## src/sv/rix_pkg.sv

```systemverilog
package rix_pkg;

  localparam int ATAN_LEN = 24;
  localparam int TRIG_W = 33;
  localparam int VEC_W = 60;

  // arctangent of 2^-i, 2^32 per full turn
  localparam logic [31:0] ATAN_TABLE [ATAN_LEN] = '{
    32'd536870912, 32'd316933406, 32'd167458907, 32'd85004756, 32'd42667331,
    32'd21354465, 32'd10679838, 32'd5340245, 32'd2670163, 32'd1335087,
    32'd667544, 32'd333772, 32'd166886, 32'd83443, 32'd41722, 32'd20861,
    32'd10430, 32'd5215, 32'd2608, 32'd1304, 32'd652, 32'd326, 32'd163, 32'd81
  };

  localparam logic signed [33:0] CORDIC_GAIN = 34'sd652032874;
  localparam logic [31:0] HALF_TURN = 32'h8000_0000;
  localparam logic [31:0] QUARTER_TURN = 32'h4000_0000;
  localparam logic signed [31:0] INVALID_LIMIT = -32'sd655360000;

  typedef logic signed [TRIG_W-1:0] trig_t;

  typedef enum logic [3:0] {
    REG_CAM_X        = 4'd0,
    REG_CAM_Y        = 4'd1,
    REG_CAM_Z        = 4'd2,
    REG_ROLL_ANGLE   = 4'd3,
    REG_PITCH_ANGLE  = 4'd4,
    REG_YAW_ANGLE    = 4'd5,
    REG_FOCAL_LENGTH = 4'd6,
    REG_RANGE_SCALE  = 4'd7
  } rix_reg_t;

  typedef struct packed {
    logic [9:0]         column;
    logic [9:0]         row;
    logic signed [31:0] range_value;
  } rix_in_t;

  typedef struct packed {
    logic signed [31:0] x_coord;
    logic signed [31:0] y_coord;
    logic signed [31:0] z_coord;
    logic               invalid_flag;
  } rix_out_t;

  function automatic logic signed [31:0] sat32(input logic signed [63:0] v);
    if (v > 64'sd2147483647) return 32'sh7fff_ffff;
    else if (v < -64'sd2147483648) return 32'sh8000_0000;
    else return v[31:0];
  endfunction

endpackage

```

## src/sv/rix_rot.sv

```systemverilog
module rix_rot import rix_pkg::*; #(
  parameter int STAGES = 16
) (
  input  logic        clk,
  input  logic [31:0] angle,
  output trig_t       cos_out,
  output trig_t       sin_out
);

  logic [31:0] a_sum;
  logic [31:0] a_adj;
  logic        flip;

  logic signed [33:0] x_r [STAGES+1];
  logic signed [33:0] y_r [STAGES+1];
  logic signed [33:0] z_r [STAGES+1];
  logic               flip_r [STAGES+1];

  // fold the left half plane onto the right one, undone at the end
  always_comb begin
    a_sum = angle + QUARTER_TURN;
    flip = a_sum[31];
    a_adj = flip ? angle - HALF_TURN : angle;
  end

  always_ff @(posedge clk) begin
    x_r[0] <= CORDIC_GAIN;
    y_r[0] <= '0;
    z_r[0] <= 34'($signed(a_adj));
    flip_r[0] <= flip;
    for (int i = 0; i < STAGES; i++) begin
      if (z_r[i] >= 0) begin
        x_r[i+1] <= x_r[i] - (y_r[i] >>> i);
        y_r[i+1] <= y_r[i] + (x_r[i] >>> i);
        z_r[i+1] <= z_r[i] - $signed({2'b00, ATAN_TABLE[i]});
      end else begin
        x_r[i+1] <= x_r[i] + (y_r[i] >>> i);
        y_r[i+1] <= y_r[i] - (x_r[i] >>> i);
        z_r[i+1] <= z_r[i] + $signed({2'b00, ATAN_TABLE[i]});
      end
      flip_r[i+1] <= flip_r[i];
    end
  end

  assign cos_out = TRIG_W'(flip_r[STAGES] ? -x_r[STAGES] : x_r[STAGES]);
  assign sin_out = TRIG_W'(flip_r[STAGES] ? -y_r[STAGES] : y_r[STAGES]);

endmodule

```

## config.mk

```make
export PLATFORM = sky130hd
export DESIGN_NAME = rix_rot
export DESIGN_NICKNAME = d
export VERILOG_FILES = /design/src/sv/rix_pkg.sv /design/src/sv/rix_rot.sv
export SDC_FILE = /design/constraint.sdc
export NUM_CORES = 2
export LEC_CHECK = 0
export BUFFER_PORTS_ARGS = -buffer_cell sky130_fd_sc_hd__buf_2
export CORE_UTILIZATION = 45
export DETAILED_ROUTE_END_ITERATION = 16
export PLACE_DENSITY = 0.62
export SYNTH_ARGS = -nofsm -noshare
export SYNTH_HDL_FRONTEND = slang
export SYNTH_SLANG_ARGS = --single-unit
```

## constraint.sdc

```tcl
create_clock -name clk -period 7.2 [get_ports clk]
set_input_delay 0.72 -clock clk [delete_from_list [all_inputs] [get_ports clk]]
set_output_delay 0.72 -clock clk [all_outputs]
set_load 0.1 [all_outputs]
```

=== Yosys cells after proc, flatten, opt, wreduce, memory -nomap -nowiden ===
Memory sizes are Yosys's and may differ from the RTL's.
Cells that the tools add are included.

* Bits in registers: 0
* Bits in writable memories: 1,751
* Output and inout port bits: 66
* Memories: 4

* $add $sub $neg: 99
* Order comparisons: 16
* Multiplexer cells: 99
* Bitwise logic cells: 48

{| class="wikitable"
|+ Memory list
! memory !! words !! bits a word !! rd ports !! clocked after memory_dff !! wr ports !! line !! RTL
|-
| x_r || 17 || 34 || 17 || 0 || 17 || rix_rot.sv:14 || <nowiki>logic signed [33:0] x_r [STAGES+1];</nowiki>
|-
| y_r || 17 || 34 || 17 || 0 || 17 || rix_rot.sv:15 || <nowiki>logic signed [33:0] y_r [STAGES+1];</nowiki>
|-
| z_r || 17 || 34 || 16 || 0 || 17 || rix_rot.sv:16 || <nowiki>logic signed [33:0] z_r [STAGES+1];</nowiki>
|-
| flip_r || 17 || 1 || 17 || 0 || 17 || rix_rot.sv:17 || <nowiki>logic flip_r [STAGES+1];</nowiki>
|}

{| class="wikitable"
|+ Operators with widths
! kind !! count
|-
| 34-bit 2-to-1 mux || 48
|-
| 34-bit by 1-bit greater-or-equal comparator with 1-bit output (second input constant) || 16
|-
| 34-bit by 19-bit adder with 34-bit output || 2
|-
| 34-bit by 20-bit adder with 34-bit output || 2
|-
| 34-bit by 21-bit adder with 34-bit output || 2
|-
| 34-bit by 22-bit adder with 34-bit output || 2
|-
| 34-bit by 23-bit adder with 34-bit output || 2
|-
| 34-bit by 24-bit adder with 34-bit output || 2
|-
| 34-bit by 25-bit adder with 34-bit output || 2
|-
| 34-bit by 26-bit adder with 34-bit output || 2
|-
| 34-bit by 27-bit adder with 34-bit output || 2
|-
| 34-bit by 28-bit adder with 34-bit output || 2
|-
| 34-bit by 29-bit adder with 34-bit output || 2
|-
| 34-bit by 30-bit adder with 34-bit output || 2
|-
| 34-bit by 31-bit adder with 34-bit output || 2
|-
| 34-bit by 32-bit adder with 34-bit output || 2
|-
| 34-bit by 33-bit adder with 34-bit output || 2
|-
| 34-bit by 19-bit subtractor with 34-bit output || 2
|-
| 34-bit by 20-bit subtractor with 34-bit output || 2
|-
| 34-bit by 21-bit subtractor with 34-bit output || 2
|-
| 34-bit by 22-bit subtractor with 34-bit output || 2
|-
| 34-bit by 23-bit subtractor with 34-bit output || 2
|-
| 34-bit by 24-bit subtractor with 34-bit output || 2
|-
| 34-bit by 25-bit subtractor with 34-bit output || 2
|-
| 49 further kinds || 154
|}

=== Depth between registers and ports, before layout ===
* Word-level depth: 4
* Gate-level depth with buffers: 24
* Depth with buffers taken out: 23

=== Worst setup path after synthesis ===
No wires, ideal clock.

* Path type: reg-to-reg
* Start: memory z_r[7][33]
* End: memory z_r[8][30]
* Library setup time: 72 ps
* Arrival time: 5,430 ps
* Slack: 1,698 ps
* Stages on the path, launching flop included: 22
* Path buffers: 2
* Clock period less this slack: 5,502 ps
* Cell sequence: dfxtp_1 -> inv_1 -> ha_1 -> nor4b_1 -> nand4_1 -> nor4_1 -> and4_1 -> nor2_1 -> inv_1 -> clkbuf_1 -> clkbuf_1 -> ha_1 -> a21o_1 -> a21o_1 -> a2111oi_1 -> o22ai_1 -> a2111oi_1 -> nor3_1 -> a2111oi_1 -> o21ai_0 -> a21oi_1 -> xnor2_1

{| class="wikitable"
|+ RTL lines
! element !! line
|-
| from (decl) || rix_rot.sv:16
|}

==> metrics.md <==
| Metric | Value |
|---|---|
| Total track usage | 22.8% |
| Fin crit period | 6.02 ns |
| Vias | 93700 |
| RSZ-0062 raised after global routing | false |
| WL met1 | 137000 um |
| CTS Buffer Depth | 3 |
| Routed wl met3 | 11400 um |
| Highest metal used | met4 |
| Worst Setup EP | x_r[10][32] |
| EDFF count, synth | 0 |
| Synth Instances | 13100 |
| Synth Net Count | 14600 |
| Post-CTS resize count | 0 |
| Setup violations, final | 0 |
| Final Util | 49.8% |
| Clock Skew | 0.0599 ns |
| Clk_lat worst skew | 0.86 ns |
| IO Pins | 99 |
| Type of destination of the critical path | flip-flop |
| Dpl hpwl | 238000 um |
| Worst path required time | 7.96 ns |
| H-tree depth | 4 |
| Vias in the first global route | 88500 |
| Commonest non-fill, non-tap cell in the layout | dfxtp_1 |
| Initial core utilization | 45.3% |
| R2R setup slack | 1.18 ns |
| Crit Path Max Fanout | 32 |
| Vias per cell | 5.59 |
| Initial antenna violation count | 1 |
| Period utilization | 83.7% |
| Die width | 500 um |
| #FFs+latches synth | 1519 |
| TritonCTS Buffers | 172 |
| Met2 wire length | 136000 um |
| R2R Path End | x_r[10][32] |
| Most frequent cells in the layout | dfxtp_1, ha_1, xnor2_1, a21oi_1, nor2_1 |
| WP data arrival | 6.78 ns |
| Area Growth Syn to Fin | 9.89% |
| Synthesized cell area | 112000 um2 |
| Fin cells | 16800 |
| Initial DRC Count | 5745 |
| Status | completed |
| Overflow after GRT | 0 |
| Routed WL per cell | 17.5 um |
| Root Driver | clkbuf_16 |
| Hold Fails Final Rpt | 0 |
| Post-route ant nets | 0 |
| Placeable core area | 246000 um2 |
| Global placement routability congestion | 0.918 |
| Drt drc | 0 |
| Sequential share of the synthesized area | 27.3% |
| FFs w/ async S/R, synth | 0% |
| Rows | 182 |
| First-pass GRT wire length | 471000 um |
| PortBufs | 98 |
| Largest net degree at the start of global routing | 67 |
| Max-cap viol count | 0 |
| Placed instance area | 116000 um2 |
| Fraction of layout cells with a size suffix above 1 | 4.58% |
| Die height | 500 um |
| Post-CTS setup buffers | 0 |
| RR Startpoint | z_r[9][33] |
| Setup Crit Path Kind | flip-flop to flip-flop |
| Nets | 14800 |
| Syn avg cell area | 8.50 um2 |
| Fmax | 166 MHz |
| Placed instance count | 16400 |
| Post-route design area | 123000 um2 |
| First-pass iteration count of the detailed router | 5 |
| CTS Sinks | 1519 |
| Routed wire length | 293000 um |
| Ys flop type | dfxtp_1 |
| Setup crit start | z_r[9][33] |
| R2R cell count | 23 |
| # hold bufs at CTS | 32 |
| CP Launch Type | flip-flop |
| Fin Setup TNS | 0 ns |
| CTS tree | done |
| Fin. max-slew vios | 0 |
| YS warnings | 0 |
| Normalized max-slew margin | 26.5% |
| Cell variety after synth | 95 |
| Reg clk slew, reported paths | 0.06 ns |
| Worst Hold Class | flip-flop to flip-flop |
| Slew @ Worst Pin | 1.09 ns |
| Die area | 250000 um2 |
-- synth_stat cells, drive strengths merged (30+ instances only) --
| master | n | area, um2 |
|---|---|---|
| mux2i | 34 | 340 |
| nand4 | 93 | 582 |
| and2 | 59 | 369 |
| xnor2 | 1267 | 11100 |
| o31a | 31 | 272 |
| o21a | 208 | 1560 |
| nor2b | 164 | 1030 |
| nand3b | 32 | 240 |
| inv | 562 | 2110 |
| o21bai | 143 | 1070 |
| a211oi | 113 | 848 |
| a21o | 615 | 4620 |
| a21boi | 56 | 420 |
| or4 | 75 | 567 |
| ha | 1408 | 17600 |
| fa | 47 | 941 |
| a31o | 45 | 394 |
| or2 | 51 | 319 |
| a31oi | 99 | 619 |
| a21oi | 1174 | 5880 |
| nand2b | 247 | 1550 |
| o211ai | 54 | 405 |
| o31ai | 204 | 1540 |
| and4 | 32 | 280 |
| o21ai | 716 | 3580 |
| or3 | 156 | 986 |
| nor2 | 957 | 3590 |
| dfxtp | 1519 | 30400 |
| a211o | 32 | 280 |
| nand2 | 820 | 3080 |
| xor2 | 637 | 5580 |
| clkbuf | 153 | 574 |
| nor4 | 165 | 1060 |
| nand3 | 241 | 1210 |
| nor3 | 327 | 1640 |
| o41ai | 71 | 622 |
| and3 | 110 | 688 |
| o2111ai | 30 | 263 |
-- flip-flops by register name, indices dropped and copies added, names as in the netlist --
register / flops
flip_r: 17
x_r: 483
y_r: 510
z_r: 509
-- cell families (layout without fill, tap and decap cells) --
group / after synthesis / after routing / synth area share (%)
buffers and inverters: 740 / 1056 / 2.50
DFF: 1519 / 1519 / 27.3
muxes: 60 / 60 / 0.568
other: 1 / 3 / 0.00336
AOI/OAI and AO/OA: 3825 / 3825 / 22.0
xor gates and xnor gates: 1906 / 1906 / 15.0
adders and majority gates: 1455 / 1455 / 16.6
and+or+nand+nor: 3615 / 3615 / 16.1
-- metrics by stage --
stage	worst slack (ns)	hold WS, ns
6_report	1.18	0.293
2_1_floorplan	1.70	0.310
5_1_grt	0.543	0.304
3_3_place_gp	1.23	0.311
3_5_place_dp	1.15	0.312
4_1_cts	1.12	0.293
-- worst min path at each step --
stage               slack [ns]  cells past startpoint           from             to
floorplan                 0.31                      0   flip_r[0][9]  flip_r[0][10]
global placement          0.31                      0  flip_r[0][14]  flip_r[0][15]
detailed placement        0.31                      0  flip_r[0][13]  flip_r[0][14]
CTS                       0.29                      0  flip_r[0][14]  flip_r[0][15]
global route              0.30                      0     z_r[0][27]     z_r[1][27]
finish                    0.29                      0  flip_r[0][14]  flip_r[0][15]
-- layout make-up --
class	count	area [um2]
Fill cell	23700	124000
Multi-Input combinational cell	10900	78400
Sequential cell	1519	30400
Clock buffer	220	4740
Tap cell	3312	4140
Inverter	567	2130
Clock inverter	93	1530
Timing Repair Buffer	176	1180
Antenna cell	2	5.00
-- layer usage --
layer	global-route usage, %	vias up
li1	-	47800
met1	30.1	43500
met2	39.0	1879
met3	2.43	428
met4	6.78	0
met5	0	-
-- worst max-delay path, cell delays in order, from the launching register on --
cell and delay, ns:
dfxtp_1 0.31, inv_1 0.13, ha_1 0.17, nor4b_1 0.28, nand4_1 0.13, nor4_1 0.29, and4_1 0.30, nor2_4 0.05
inv_2 0.34, buf_4 0.47, nor2_1 0.10, xnor2_1 0.14, ha_1 0.33, nor2b_1 0.15, o21a_1 0.17, o21ai_0 0.27
a31oi_1 0.24, a31oi_1 0.47, o221ai_1 0.27, o41ai_1 0.64, o311a_1 0.29, o21bai_1 0.08, a21oi_1 0.18, xnor2_1 0.13
Power is not shown: default switching activity piles up to over one toggle a cycle in this logic, so the estimate is an artifact.
